### config.mk
export PLATFORM = sky130hd
export DESIGN_NAME = bls_cfg
export DESIGN_NICKNAME = d
export VERILOG_FILES = /design/src/hdl/assert_macros.svh /design/src/hdl/bls_pkg.sv /design/src/hdl/bls_cfg.sv
export SDC_FILE = /design/constraint.sdc
export NUM_CORES = 1
export LEC_CHECK = 0
export ABC_AREA = 1
export BUFFER_PORTS_ARGS = -buffer_cell sky130_fd_sc_hd__buf_2
export CORE_MARGIN = 1.5
export CORE_UTILIZATION = 43
export DETAILED_ROUTE_END_ITERATION = 10
export HOLD_SLACK_MARGIN = 0.05
export PLACE_DENSITY = 0.69
export SLEW_MARGIN = 20
export SYNTH_ARGS = -nofsm -noshare
export SYNTH_HDL_FRONTEND = slang
export SYNTH_SLANG_ARGS = --single-unit
### constraint.sdc
create_clock -name i_clk -period 0.86 [get_ports i_clk]
set_clock_uncertainty 0.2 [all_clocks]
set_input_delay 0.043 -clock i_clk [delete_from_list [all_inputs] [get_ports i_clk]]
set_output_delay 0.043 -clock i_clk [all_outputs]
set_load 0.005 [all_outputs]
### src/hdl/assert_macros.svh
// -----------------------------------------------------------------------------
// assert_macros.svh
// Assertion macros for the battery level smoother RTL.
// -----------------------------------------------------------------------------
`ifndef ASSERT_MACROS_SVH
`define ASSERT_MACROS_SVH

`ifndef ASSERT_OFF

// property must hold at every clock edge outside reset
`define ASSERT_CLK(lbl, clk, rst_n, prop, msg) \
    lbl: assert property (@(posedge clk) disable iff (!rst_n) (prop)) else $error(msg);

// condition must never be true at a clock edge outside reset
`define ASSERT_NEVER(lbl, clk, rst_n, cond, msg) \
    lbl: assert property (@(posedge clk) disable iff (!rst_n) !(cond)) else $error(msg);

`else

`define ASSERT_CLK(lbl, clk, rst_n, prop, msg)
`define ASSERT_NEVER(lbl, clk, rst_n, cond, msg)

`endif

`endif

### src/hdl/bls_pkg.sv
// -----------------------------------------------------------------------------
// bls_pkg
// Types and constants shared by the battery level smoother modules.
// -----------------------------------------------------------------------------
package bls_pkg;

    localparam int RAW_W   = 8;
    localparam int LVL_W   = 7;
    localparam int TICK_W  = 12;
    localparam int RUN_W   = 3;
    localparam int CFG_IDX_W = 2;

    typedef logic [RAW_W-1:0]     t_raw;
    typedef logic [LVL_W-1:0]     t_level;
    typedef logic [TICK_W-1:0]    t_tick;
    typedef logic [RUN_W-1:0]     t_run;
    typedef logic [CFG_IDX_W-1:0] t_cfg_idx;

    // register indexes of the configuration port
    localparam t_cfg_idx CFG_UP_STEP     = 2'd0;
    localparam t_cfg_idx CFG_DOWN_STEP   = 2'd1;
    localparam t_cfg_idx CFG_ZERO_RESTART = 2'd2;

    localparam t_tick UP_STEP_RESET      = 12'd420;
    localparam t_tick DOWN_STEP_RESET    = 12'd60;
    localparam t_tick ZERO_RESTART_RESET = 12'd1800;

    localparam t_raw   LVL_MAX        = 8'd100;
    localparam t_raw   LVL_TOP_LESS1  = 8'd99;
    localparam t_raw   LVL_NEAR_FULL  = 8'd95;
    localparam t_raw   LVL_DESC_FLOOR = 8'd90;
    localparam t_raw   LVL_ZERO_SNAP  = 8'd2;
    localparam t_level SHOWN_RESET    = 7'd2;
    localparam t_run   INV_RUN_LIMIT  = 3'd5;

    typedef struct packed {
        t_tick up_step;
        t_tick down_step;
        t_tick zero_restart;
    } t_cfg;

    typedef struct packed {
        t_level shown_level;
        logic   restart_request;
        logic   raw_invalid;
    } t_result;

endpackage

### src/hdl/bls_cfg.sv
// -----------------------------------------------------------------------------
// bls_cfg
// Configuration register file: tick thresholds written through a plain port.
// -----------------------------------------------------------------------------
module bls_cfg import bls_pkg::*; (
    input  logic     i_clk,
    input  logic     i_rst_n,
    input  logic     i_cfg_we,
    input  t_cfg_idx i_cfg_idx,
    input  t_tick    i_cfg_data,
    output t_cfg     o_cfg
);

    t_cfg r_cfg;
    t_cfg n_cfg;

    always_comb begin
        n_cfg = r_cfg;
        if (i_cfg_we) begin
            unique case (i_cfg_idx)
                CFG_UP_STEP:      n_cfg.up_step      = i_cfg_data;
                CFG_DOWN_STEP:    n_cfg.down_step    = i_cfg_data;
                CFG_ZERO_RESTART: n_cfg.zero_restart = i_cfg_data;
                default:          n_cfg = r_cfg;   // unused index, write dropped
            endcase
        end
    end

    always_ff @(posedge i_clk) begin
        if (!i_rst_n) begin
            r_cfg.up_step      <= UP_STEP_RESET;
            r_cfg.down_step    <= DOWN_STEP_RESET;
            r_cfg.zero_restart <= ZERO_RESTART_RESET;
        end else begin
            r_cfg <= n_cfg;
        end
    end

    assign o_cfg = r_cfg;

endmodule

==> results_dict.tcl <==
set metrics [dict create \
    violations "negative hold slack, negative setup slack" \
    yosys_warnings 0 \
    avgRoutedWirePerCell_um 11.19 \
    rsz0062_at_grt "true" \
    power_density_nw_per_um2 1597 \
    dp.cells 311 \
    worst_pin_slew_ns 0.1889 \
    crit_fanout 2 \
    grt_overflow 0 \
    synthCells 211 \
    wirelength_um 3682 \
    max_freq_ghz 0.9493 \
    hp-class "in2reg" \
    max_cap_violations 0 \
    clk_latency_ns 0.34 \
    grt_max_degree 37 \
    grt_first_pass_wirelength_um 5520 \
    dieHeight_um 61.62 \
    relSlewSlack_pct 87.40 \
    drtAntennaViolNets 0 \
    peakVddDrop_mv 1.098 \
    fp.coreArea_um2 3311 \
    critical_path_buf_inv_count 1 \
    final_cells 329 \
    h-tree-depth 2 \
    path_delay_family "flip-flops" \
    setup_viol 44 \
    pre_cts_slack_ns -0.2289 \
    first_iter_violations 86 \
    gp_congestion 0.8290 \
    n_antenna_cell 0 \
    clk_pin_slew_worst_paths_ns 0.12 \
    start_util_pct 44.63 \
    period_share_pct 122.5 \
    cpMaxStageDelayCell "dfxtp_2" \
    cts_tree "built" \
    layout_setup_ws_ns -0.1934 \
    drc_errors 0 \
    r2r_slack_ns -0.05 \
    placementRows 21 \
    viasPerCell 4.456 \
    fillers 327 \
    fin_nets 299 \
    yosysSeqAreaShare_pct 48.77 \
    power_mw 3.588 \
    final_hold_viol_count 36 \
    p_leak_nw 1.175 \
    cts_inserted_buffers 5 \
    slew_violations 0 \
    cp-start-kind "flip-flop" \
    cts_buffer_depth 2 \
    cp.arrival_ns 0.81 \
    layout-drive-gt1-share_pct 43.82 \
    dieArea_um2 3797 \
    yosys_register_bits 36 \
    die_x_um 61.62 \
    hpwl_um 2345 \
    portBuffers 52 \
    layout_common_cells "nand2_1 (49), nor2_1 (41), dfxtp_2 (36)" \
    avgSynthCellArea_um2 7.003 \
    first_pass_iters 4 \
    fin_crit_ns 1.053 \
    grt_usage_pct 19.99 \
    ioPinCount 53 \
    cpPeakStageDelay_ns 0.37 \
    synth_area_um2 1478 \
    syn_nets 228 \
    clockRootBuffer "clkbuf_4" \
    outcome "complete, but fails checks" \
    final_common_cell "nand2_1" \
    worstSetupPathType "reg2out" \
    routed-via-count 1466 \
    largest_reg_flops 36 \
    clock_sink_count 36 \
    holdWs_ns -0.2124 \
    endpoint_kind "output port" \
    area_growth_pct 52.07 \
    crit_chain "buf_6" \
    critPathRequiredTime_ns 0.62 \
    grt_antenna_before_repair 0 \
    yosysUniqueCellTypes 13 \
    grt_pass1_vias 1297 \
]
[cell families (layout without fill, tap and decap cells)]
family	after synthesis	after routing	synth area share, %
compound gates	8	8	2.710
buf+inv	39	111	11.77
flops	36	36	48.77
simple gates	128	128	36.75
[metal layers]
layer	vias up	share of wire, %	global-route usage [%]
li1	794	-	-
met1	632	44	24.46
met2	34	49	32.48
met3	6	5.1	6.933
met4	0	1.2	7.295
met5	-	0	0
[power breakdown]
part / switching, mW / total [mW] / leakage (nW) / internal (mW)
Sequential: 0.0562 / 1.83 / 0.300 / 1.77
Clock: 0.561 / 1.17 / 0.0422 / 0.610
Combinational: 0.278 / 0.590 / 0.832 / 0.312
[cell usage after synthesis]
cell / instances / area share (%)
nand3_1: 24 / 8.1
nand4_1: 8 / 3.4
nor2_1: 41 / 10
nand2_1: 53 / 13
buf_2: 4 / 1.4
nand3_2: 2 / 1.4
clkbuf_1: 2 / 0.51
inv_2: 2 / 0.51
inv_1: 24 / 6.1
a21oi_1: 8 / 2.7
buf_1: 1 / 0.25
dfxtp_1: 36 / 49
buf_4: 6 / 3.0
[what timing repair did]
action | 4_1_cts | 5_1_grt
hold endpoints to repair | 36 | 36
resized for setup | 34 | 33
pin swaps | 0 | 5
hold buffers | 11 | 5
setup endpoints to repair | 36 | 58
setup buffers | 1 | 1
gates cloned | 0 | 0
[stage by stage]
step           TNS (ns)  utilization [%]  area, um^2
2_1_floorplan         0                -        1480
3_3_place_gp     -4.361            56.46        1869
3_5_place_dp     -4.643            56.46        1869
4_1_cts          -7.209            63.76        2111
5_1_grt          -8.518            67.88        2247
6_report         -6.532            67.88        2247
[layout make-up]
class                      instances  area [um^2]  share of cell area (%)
clock buffer                       6        41.29                   1.837
clock inverter                     2        35.03                   1.559
inverter                          26        97.59                   4.343
multi-input combinational        136        601.8                   26.78
sequential                        36        765.7                   34.08
tap                               46        57.56                   2.561
timing repair buffer              77        648.1                   28.84
[worst reg2reg max path, delay by kind of cell, from the launching register on]
kind                   cells  cell delay [ns]
AND/OR/NAND/NOR            3             0.13
buffers and inverters      2             0.16
flip-flops                 1             0.33
[worst paths after layout]
path	start	to	cells past startpoint
setup / recovery	o_cfg[27]	o_cfg[27]	1
hold / removal	i_cfg_data[10]	o_cfg[10]	3
setup reg to reg	o_cfg[4]	o_cfg[4]	5
hold reg to reg	o_cfg[14]	o_cfg[14]	2
(Power assumes the default switching activity.)
