$ cat config.mk
export PLATFORM = sky130hd
export DESIGN_NAME = bls_step
export DESIGN_NICKNAME = d
export VERILOG_FILES = /design/src/hdl/assert_macros.svh /design/src/hdl/bls_pkg.sv /design/src/hdl/bls_step.sv
export SDC_FILE = /design/constraint.sdc
export NUM_CORES = 1
export LEC_CHECK = 0
export ABC_AREA = 1
export BUFFER_PORTS_ARGS = -buffer_cell sky130_fd_sc_hd__buf_2
export CAP_MARGIN = 10
export CELL_PAD_IN_SITES_DETAIL_PLACEMENT = 1
export CELL_PAD_IN_SITES_GLOBAL_PLACEMENT = 2
export CORE_UTILIZATION = 31
export CTS_CLUSTER_DIAMETER = 100
export DETAILED_ROUTE_END_ITERATION = 6
export GPL_TIMING_DRIVEN = 0
export PLACE_DENSITY = 0.86
export SLEW_MARGIN = 20
export SYNTH_ARGS = -nofsm -noshare
export SYNTH_HDL_FRONTEND = slang
export SYNTH_SLANG_ARGS = --single-unit
$ cat constraint.sdc
create_clock -name i_clk -period 6.5 [get_ports i_clk]
set_clock_uncertainty 0.15 [all_clocks]
set_input_delay 0.65 -clock i_clk [delete_from_list [all_inputs] [get_ports i_clk]]
set_output_delay 0.65 -clock i_clk [all_outputs]
set_load 0.01 [all_outputs]
$ cat src/hdl/assert_macros.svh
// -----------------------------------------------------------------------------
// assert_macros.svh
// Assertion macros for the battery level smoother RTL.
// -----------------------------------------------------------------------------
`ifndef ASSERT_MACROS_SVH
`define ASSERT_MACROS_SVH

`ifndef ASSERT_OFF

// property must hold at every clock edge outside reset
`define ASSERT_CLK(lbl, clk, rst_n, prop, msg) \
    lbl: assert property (@(posedge clk) disable iff (!rst_n) (prop)) else $error(msg);

// condition must never be true at a clock edge outside reset
`define ASSERT_NEVER(lbl, clk, rst_n, cond, msg) \
    lbl: assert property (@(posedge clk) disable iff (!rst_n) !(cond)) else $error(msg);

`else

`define ASSERT_CLK(lbl, clk, rst_n, prop, msg)
`define ASSERT_NEVER(lbl, clk, rst_n, cond, msg)

`endif

`endif

$ cat src/hdl/bls_pkg.sv
// -----------------------------------------------------------------------------
// bls_pkg
// Types and constants shared by the battery level smoother modules.
// -----------------------------------------------------------------------------
package bls_pkg;

    localparam int RAW_W   = 8;
    localparam int LVL_W   = 7;
    localparam int TICK_W  = 12;
    localparam int RUN_W   = 3;
    localparam int CFG_IDX_W = 2;

    typedef logic [RAW_W-1:0]     t_raw;
    typedef logic [LVL_W-1:0]     t_level;
    typedef logic [TICK_W-1:0]    t_tick;
    typedef logic [RUN_W-1:0]     t_run;
    typedef logic [CFG_IDX_W-1:0] t_cfg_idx;

    // register indexes of the configuration port
    localparam t_cfg_idx CFG_UP_STEP     = 2'd0;
    localparam t_cfg_idx CFG_DOWN_STEP   = 2'd1;
    localparam t_cfg_idx CFG_ZERO_RESTART = 2'd2;

    localparam t_tick UP_STEP_RESET      = 12'd420;
    localparam t_tick DOWN_STEP_RESET    = 12'd60;
    localparam t_tick ZERO_RESTART_RESET = 12'd1800;

    localparam t_raw   LVL_MAX        = 8'd100;
    localparam t_raw   LVL_TOP_LESS1  = 8'd99;
    localparam t_raw   LVL_NEAR_FULL  = 8'd95;
    localparam t_raw   LVL_DESC_FLOOR = 8'd90;
    localparam t_raw   LVL_ZERO_SNAP  = 8'd2;
    localparam t_level SHOWN_RESET    = 7'd2;
    localparam t_run   INV_RUN_LIMIT  = 3'd5;

    typedef struct packed {
        t_tick up_step;
        t_tick down_step;
        t_tick zero_restart;
    } t_cfg;

    typedef struct packed {
        t_level shown_level;
        logic   restart_request;
        logic   raw_invalid;
    } t_result;

endpackage

$ cat src/hdl/bls_step.sv
// -----------------------------------------------------------------------------
// bls_step
// Smoothing state and per-tick update logic. State advances on i_en.
// -----------------------------------------------------------------------------
module bls_step import bls_pkg::*; (
    input  logic    i_clk,
    input  logic    i_rst_n,
    input  logic    i_en,
    input  t_raw    i_raw,
    input  logic    i_chg,
    input  t_cfg    i_cfg,
    output t_result o_res
);

    t_level r_shown,    n_shown;
    t_run   r_inv_run,  n_inv_run;
    t_tick  r_nf_cnt,   n_nf_cnt;
    logic   r_jumped,   n_jumped;
    t_tick  r_zero_run, n_zero_run;
    logic   r_qs_done,  n_qs_done;

    always_comb begin
        t_raw  cap;
        t_raw  c;
        t_raw  cap_p1;
        t_raw  cap_m1;
        t_tick nf_inc;
        t_tick zr_inc;
        t_run  run_inc;
        logic  invalid;
        logic  restart;
        logic  against;
        logic  snap;

        cap     = {1'b0, r_shown};
        cap_p1  = cap + 8'd1;
        cap_m1  = cap - 8'd1;
        c       = i_raw;
        invalid = (i_raw > LVL_MAX);
        restart = 1'b0;
        nf_inc  = (r_nf_cnt == '1) ? r_nf_cnt : r_nf_cnt + 12'd1;
        zr_inc  = (r_zero_run == '1) ? r_zero_run : r_zero_run + 12'd1;
        run_inc = (r_inv_run == '1) ? r_inv_run : r_inv_run + 3'd1;

        n_inv_run  = r_inv_run;
        n_nf_cnt   = r_nf_cnt;
        n_jumped   = r_jumped;
        n_zero_run = r_zero_run;
        n_qs_done  = r_qs_done;

        // run of invalid readings
        if (invalid) begin
            n_inv_run = run_inc;
            if (run_inc > INV_RUN_LIMIT) begin
                restart   = 1'b1;
                n_inv_run = '0;
            end
        end else begin
            n_inv_run = '0;
        end

        // hold back a one-step move against the charge direction
        against = (i_chg && (cap != '0) && (c == cap_m1)) || (!i_chg && (c == cap_p1));
        snap    = ((c == '0) && (cap <= LVL_ZERO_SNAP))
                || ((c == LVL_MAX) && (cap == LVL_TOP_LESS1));
        if (against && !snap) begin
            c = cap;
        end

        // creep up near full while charging, forced descent after a jump
        if (i_chg && (c >= LVL_NEAR_FULL) && (c <= cap)) begin
            n_nf_cnt = nf_inc;
            if (nf_inc >= i_cfg.up_step) begin
                c        = (cap_p1 > LVL_MAX) ? LVL_MAX : cap_p1;
                n_jumped = 1'b1;
                n_nf_cnt = '0;
            end else begin
                c = cap;
            end
        end else if (!i_chg && (c <= cap) && (c >= LVL_DESC_FLOOR) && r_jumped) begin
            n_nf_cnt = nf_inc;
            if (nf_inc >= i_cfg.down_step) begin
                n_nf_cnt = '0;
                // cap of zero means allow is negative: raw always caught up
                if ((cap == '0) || (c >= cap_m1)) begin
                    n_jumped = 1'b0;
                end else begin
                    c = cap_m1;
                end
            end else begin
                c = cap;
            end
        end else begin
            n_nf_cnt = '0;
        end

        // zero reading while charging
        if (i_chg && (c == '0)) begin
            n_zero_run = zr_inc;
            if ((zr_inc >= i_cfg.zero_restart) && !r_qs_done) begin
                restart    = 1'b1;
                n_qs_done  = 1'b1;
                n_zero_run = '0;
            end
        end else if (r_qs_done && !i_chg) begin
            n_qs_done = 1'b0;
        end

        n_shown = (c <= LVL_MAX) ? c[LVL_W-1:0] : r_shown;

        o_res.shown_level     = n_shown;
        o_res.restart_request = restart;
        o_res.raw_invalid     = invalid;
    end

    always_ff @(posedge i_clk) begin
        if (!i_rst_n) begin
            r_shown    <= SHOWN_RESET;
            r_inv_run  <= '0;
            r_nf_cnt   <= '0;
            r_jumped   <= 1'b0;
            r_zero_run <= '0;
            r_qs_done  <= 1'b0;
        end else if (i_en) begin
            r_shown    <= n_shown;
            r_inv_run  <= n_inv_run;
            r_nf_cnt   <= n_nf_cnt;
            r_jumped   <= n_jumped;
            r_zero_run <= n_zero_run;
            r_qs_done  <= n_qs_done;
        end
    end

endmodule

==> metrics.md, run 1 <==
| Metric | Value |
|---|---|
| Post-synthesis cell area | 0.004886 mm2 |
| Slew of the pin with the lowest slew margin | 0.6450 ns |
| Most frequent cells in the layout | 230 x nand2_1, 112 x inv_1, 87 x nand3_1 |
| Pre-antenna DRT Iters | 4 |
| Die span in y | 127.5 um |
| Power density of the placed cells | 128.5 mW/mm2 |
| Placer congestion estimate | 0.8704 |
| Worst VDD drop | 0.08651 mV |
| Most common library cell in the layout ignoring fill and taps | nand2_1 |
| Worst Path Arrival | 5.33 ns |
| Maximum operating frequency | 163.2 MHz |
| Critical path buffer and inverter count | 5 |
| X dimension of the die | 127.5 um |
| Total of fill cells in the finished design | 2,152 |
| Yosys synthesis warning count | 0 |
| Core ar. | 0.01531 mm2 |
| Leak pwr | 2.827 nW |
| H-Tree Level Count | 2 |
| Number of DRC violations after detailed routing | 0 |
| Via count normalized by instance count | 4.983 |
| Clock transition at the registers of the reported paths | 0.06 ns |
| Count of boundary I/O pins | 57 |
| Synthesized area per cell | 5.865 um2 |
| HPWL after DPL | 13.43 mm |
| GR Overflow Total | 0 |
| Via count | 5,526 |
| Total nets after synthesis | 941 |
| Critical Path Source | r_shown[0]$_SDFFE_PN0P_ |
| Critical path class | reg -> out |
| WL/cell | 15.09 um |
| Reported max-cap violation count | 0 |
| Gate count of the mapped netlist | 833 |
| Tightest Hold Check Type | reg -> reg |
| Delay-heaviest family, CP | simple AND/OR/NAND/NOR gates |
| Result of the run | completed |
| CTS tree | done |
| # setup viols final | 0 |
| Relative area change from synthesis to final layout | 15.19% |
| Peak per-stage delay on the critical path | 0.45 ns |
| Kind of end point of the critical path | output pin |
| Via count of the first global-routing pass | 5,325 |
| TritonCTS buffer count | 5 |
| Tot GR Track Use | 0.2096 |
| Part of the cycle the worst path needs | 0.9427 |
| Slowest CP cell | dfxtp_2 |
| Least setup slack across all paths after layout | 0.3721 ns |
| Detailed Route Iter0 Violations | 242 |
| Count of placed standard cells in the final layout, fillers left out | 1,109 |
| Pin count of the biggest net entering global routing | 15 |
| Inserted Diodes | 0 |
| Die Outline Area | 0.01627 mm2 |
| Std cell rows | 45 |
| Critical path data required time | 5.70 ns |
| Slew Limit Headroom | 0.5700 |
| Source of the worst register-to-register timing path | r_shown[0]$_SDFFE_PN0P_ |
| Post-synthesis sequential element count | 36 |
| Post-synthesis sequential area ratio | 0.1475 |
| Clk sinks | 36 |
| Startpoint of the worst hold path | r_zero_run[6]$_SDFFE_PN0P_ |
| First-pass GRT wire length | 26.95 mm |
| Final hold viol count | 0 |
| Clock Path Buffers | 2 |
| Placed instance count | 1,099 |
| Clk Tree Root Cell | clkbuf_16 |
| Fraction of final layout cells with drive strength greater than 1 | 0.1370 |
| Number of antenna violations at the first check in global routing | 0 |
| Total wire length after detailed routing | 16.74 mm |
| Number of distinct library cell variants in the gate-level netlist after synthesis | 44 |
| Worst-path fanout max | 14 |
| Startpoint type of the worst setup path | flip-flop |
| Pre-CTS setup slack | 0.01449 ns |
| Min Clock Period, post-route | 6.128 ns |
| Starting density of the core | 0.3190 |
| IO buf count | 55 |
| Number of nets with antenna violations after routing | 0 |
| Fin nets | 1,006 |
| Source-to-sink clock delay at the later pin of the worst-skew pair | 0.28 ns |
| Hold buffers post-CTS | 0 |
| Max Transition Viols Final | 0 |
## registers in the layout (all words and copies together), names as in the netlist
register,flops
r_qs_done,1
r_nf_cnt,12
r_inv_run,3
r_jumped,1
r_shown,7
r_zero_run,12
## final timing paths
path | end | slack, ns | cells after the start
max | o_res[1] | 0.37 | 30
min | r_zero_run[6]$_SDFFE_PN0P_ | 0.32 | 2
max reg2reg | r_zero_run[7]$_SDFFE_PN0P_ | 1.18 | 32
min reg2reg | r_zero_run[6]$_SDFFE_PN0P_ | 0.32 | 2
## power breakdown
group | internal [mW] | switching [mW]
registers | 0.226 | 0.00643
logic | 0.0872 | 0.174
clock network | 0.139 | 0.0902
## per-layer routing
| layer | wire [um] | vias up | GRT usage |
|---|---|---|---|
| met2 | 7410 | 89 | 0.3391 |
| met1 | 8568 | 2574 | 0.3029 |
| met3 | 661 | 4 | 0.02136 |
| li1 | - | 2859 | - |
| met4 | 99 | 0 | 0.03361 |
| met5 | 0 | - | 0 |
## cell families (layout without fill, tap and decap cells)
group,after synthesis,after routing,share of synthesized area
flops,36,36,0.1475
compound gates,133,133,0.1470
mux,2,2,0.004097
fa+ha+maj,60,60,0.1536
xor+xnor,10,10,0.01792
buf+inv,143,208,0.1175
simple gates,449,449,0.4123
## synth_stat cells (all sizes together)
cell | instances | area [um2]
clkbuf | 10 | 37.54
dfxtp | 36 | 720.7
and2 | 2 | 15.02
buf | 11 | 78.82
nand4 | 20 | 125.1
o31ai | 2 | 15.01
or2 | 4 | 25.02
xnor2 | 4 | 35.03
mux2i | 2 | 20.02
xor2 | 6 | 52.55
a21oi | 75 | 394.1
nor4 | 3 | 18.77
o21ai | 46 | 230.2
clkinv | 2 | 7.510
inv | 120 | 450.4
nand2 | 246 | 978.4
o2111ai | 1 | 8.760
nand3 | 89 | 450.4
a31oi | 2 | 12.51
o211ai | 1 | 7.510
ha | 60 | 750.7
nand3b | 1 | 7.510
o221ai | 1 | 8.760
a32oi | 2 | 17.52
nor2 | 72 | 334.1
nor3 | 12 | 60.06
o21a | 1 | 7.510
o21bai | 1 | 7.510
o41ai | 1 | 8.760
## worst min-delay path, stage by stage, from the launching register on
cell and delay, ns:
dfxtp_1 0.31, nand2_1 0.07, a21oi_2 0.05
## per-stage QoR
step                      cell area [um2]  setup TNS, ns  utilization  power, mW  hold slack, ns
after floorplan                      4886              0            -     0.3995          0.2882
after global placement               5425              0       0.3542     0.4845          0.3079
after detailed placement             5425              0       0.3542     0.4881          0.3108
after CTS                            5574              0       0.3640     0.7231          0.3193
after global routing                 5628       -0.02331       0.3675     0.7728          0.3333
final                                5628              0       0.3675     0.7233          0.3207
## area by class of cell
cell class,instances,area [um2],area share
Clock buffer,6,128.9,0.02290
Clock inverter,1,5.005,0.0008893
Buffer,21,120.1,0.02134
Inverter,122,466.7,0.08293
Tap cell,211,264.0,0.04691
Timing Repair Buffer,58,297.8,0.05291
Sequential cell,36,725.7,0.1289
Multi-Input combinational cell,654,3620,0.6432
## what timing repair did
action                                  in CTS  in global routing
pin swaps                                    0                  1
buffers inserted                             1                  2
hold endpoints to repair                     0                  0
gates cloned                                 0                  0
endpoints found under the setup margin       8                  8
gates resized for setup                      4                 13
(Power assumes the default switching activity.)
==> inputs of run 2 (changes only) <==
--- a/config.mk
+++ b/config.mk
@@ -16,5 +16,4 @@
 export GPL_TIMING_DRIVEN = 0
 export PLACE_DENSITY = 0.86
-export SLEW_MARGIN = 20
 export SYNTH_ARGS = -nofsm -noshare
 export SYNTH_HDL_FRONTEND = slang
==> constraint.sdc (replaced) <==
create_clock -name i_clk -period 6.5 [get_ports i_clk]
set_clock_uncertainty 0.15 [all_clocks]
set_input_delay 0.325 -clock i_clk [delete_from_list [all_inputs] [get_ports i_clk]]
set_output_delay 0.325 -clock i_clk [all_outputs]
set_load 0.01 [all_outputs]
==> run 2 against run 1 <==
  * Highest routed layer unchanged
  * Global-route usage down 0.11 points
  * Cell count barely moved
  * Critical endpoint is now o_res[2]
  * Design area is 0.62% lower
==> metrics.md, run 2 (synthesis gave the netlist of run 1 again) <==
| Metric | Value |
|---|---|
| Part of the cycle the worst path needs | 0.9375 |
| Critical path data required time | 6.02 ns |
| X dimension of the die | 127.5 um |
| Die Outline Area | 0.01627 mm2 |
| Via count | 5,537 |
| First-pass GRT wire length | 26.83 mm |
| Leak pwr | 2.819 nW |
| Min Hold Slack | 0.3201 ns |
| Detailed Route Iter0 Violations | 322 |
| Slowest CP cell | dfxtp_2 |
| Max Transition Viols Final | 0 |
| Final hold viol count | 0 |
| Critical path buffer and inverter count | 4 |
| Slew Limit Headroom | 0.5604 |
| Tot GR Track Use | 0.2085 |
| Uppermost metal layer occupied by signal nets | met4 |
| Peak per-stage delay on the critical path | 0.48 ns |
| Relative area change from synthesis to final layout | 14.47% |
| Slew of the pin with the lowest slew margin | 0.6594 ns |
| Clk Tree Root Cell | clkbuf_16 |
| Pin count of the biggest net entering global routing | 15 |
| Critical path class | reg -> out |
| Number of antenna violations at the first check in global routing | 0 |
| Least setup slack across all paths after layout | 0.4061 ns |
| Pre-antenna DRT Iters | 4 |
| Worst-path fanout max | 12 |
| Number of nets with antenna violations after routing | 0 |
| RSZ-0062 raised after global routing | no |
| Most repeated library cell on the critical path | nand2_1 |
| GR Overflow Total | 0 |
| Total wire length after detailed routing | 16.55 mm |
| Most common library cell in the layout ignoring fill and taps | nand2_1 |
| Starting density of the core | 0.3190 |
| Detailed-routed wire length on met2 | 7.369 mm |
| Inserted Diodes | 0 |
| IO buf count | 55 |
| Pre-CTS setup slack | 0.3395 ns |
| # setup viols final | 0 |
| Kind of end point of the critical path | output pin |
| Total of fill cells in the finished design | 2,161 |
| Clock transition at the registers of the reported paths | 0.06 ns |
| Met3 wire len | 574 um |
| Result of the run | completed |
| H-Tree Level Count | 2 |
| Via count normalized by instance count | 4.997 |
| Startpoint type of the worst setup path | flip-flop |
| Worst Path Arrival | 5.62 ns |
| Source-to-sink clock delay at the later pin of the worst-skew pair | 0.28 ns |
| CTS tree | done |
| TritonCTS buffer count | 5 |
| Total design power | 0.7186 mW |
| Number of DRC violations after detailed routing | 0 |
| Routed met1 length | 8.548 mm |
| Delay-heaviest family, CP | simple AND/OR/NAND/NOR gates |
| Via count of the first global-routing pass | 5,306 |
| Worst VDD drop | 0.08608 mV |
| Clock Path Buffers | 2 |
| WL/cell | 14.94 um |
| Reported max-cap violation count | 0 |
| Std cell rows | 45 |
| Count of boundary I/O pins | 57 |
| Largest regs | r_nf_cnt (12), r_zero_run (12), r_shown (7) |
| Fraction of final layout cells with drive strength greater than 1 | 0.1315 |
| Die span in y | 127.5 um |
| Power density of the placed cells | 128.5 mW/mm2 |
| Placer congestion estimate | 0.8704 |
| Hold buffers post-CTS | 0 |
| Tightest Hold Check Type | reg -> reg |
| Core ar. | 0.01531 mm2 |
| Total negative setup slack | 0 ns |
| Fin nets | 1,005 |
| HPWL after DPL | 13.43 mm |
| Clk sinks | 36 |
| Most frequent cells in the layout | 232 x nand2_1, 111 x inv_1, 88 x nand3_1 |
| Min Clock Period, post-route | 6.094 ns |
| Maximum operating frequency | 164.1 MHz |
-- run 2: cell types whose count changed in the layout (fill, tap and decap cells not counted), sizes merged --
cell,before,now
clkbuf,16,15
-- run 2: worst paths after layout --
| kind | start | end | slack [ns] | cells after the start |
|---|---|---|---|---|
| max | r_shown[1]$_SDFFE_PN1P_ | o_res[2] | 0.41 | 31 |
| min reg2reg | r_jumped$_SDFFE_PN0P_ | r_jumped$_SDFFE_PN0P_ | 0.32 | 2 |
| max reg2reg | r_shown[1]$_SDFFE_PN1P_ | r_zero_run[7]$_SDFFE_PN0P_ | 0.88 | 31 |
| min | r_jumped$_SDFFE_PN0P_ | r_jumped$_SDFFE_PN0P_ | 0.32 | 2 |
-- run 2: timing repair --
item | in CTS | in global routing
pin swaps | 0 | 0
resized for setup | 0 | 9
buffers inserted | 0 | 3
endpoints found under the setup margin | 1 | 8
-- run 2: metal layers --
layer,vias up,GRT usage
li1,2851,-
met1,2593,0.3047
met2,89,0.3385
met3,4,0.01801
met4,0,0.02731
met5,-,0
-- run 2: power by group --
part	internal [mW]	total, mW	switching, mW
Combinational	0.0836	0.256	0.172
Clock	0.139	0.230	0.0904
Sequential	0.226	0.233	0.00666
-- run 2: metrics by stage --
| step | std cells | util | cell area, um2 |
|---|---|---|---|
| final | 1108 | 0.3652 | 5593 |
| after global routing | 1108 | 0.3652 | 5593 |
| after CTS | 1105 | 0.3627 | 5555 |
| after detailed placement | 1099 | 0.3542 | 5425 |
| after global placement | 1099 | 0.3542 | 5425 |
| after floorplan | 833 | - | 4886 |
-- run 2: layout make-up --
class,instances,area (um2),area share
buffer,20,112.6,0.02013
clock inverter,1,5.005,0.0008949
timing repair buffer,58,297.8,0.05324
multi-input combinational,654,3595,0.6427
sequential,36,723.2,0.1293
tap,211,264.0,0.04720
inverter,122,466.7,0.08345
clock buffer,6,128.9,0.02304
-- run 2: tightest hold or removal path: cells and delay by family, from the launching register on --
| family | cells | cell delay [ns] |
|---|---|---|
| compound gates | 2 | 0.11 |
| flops | 1 | 0.31 |
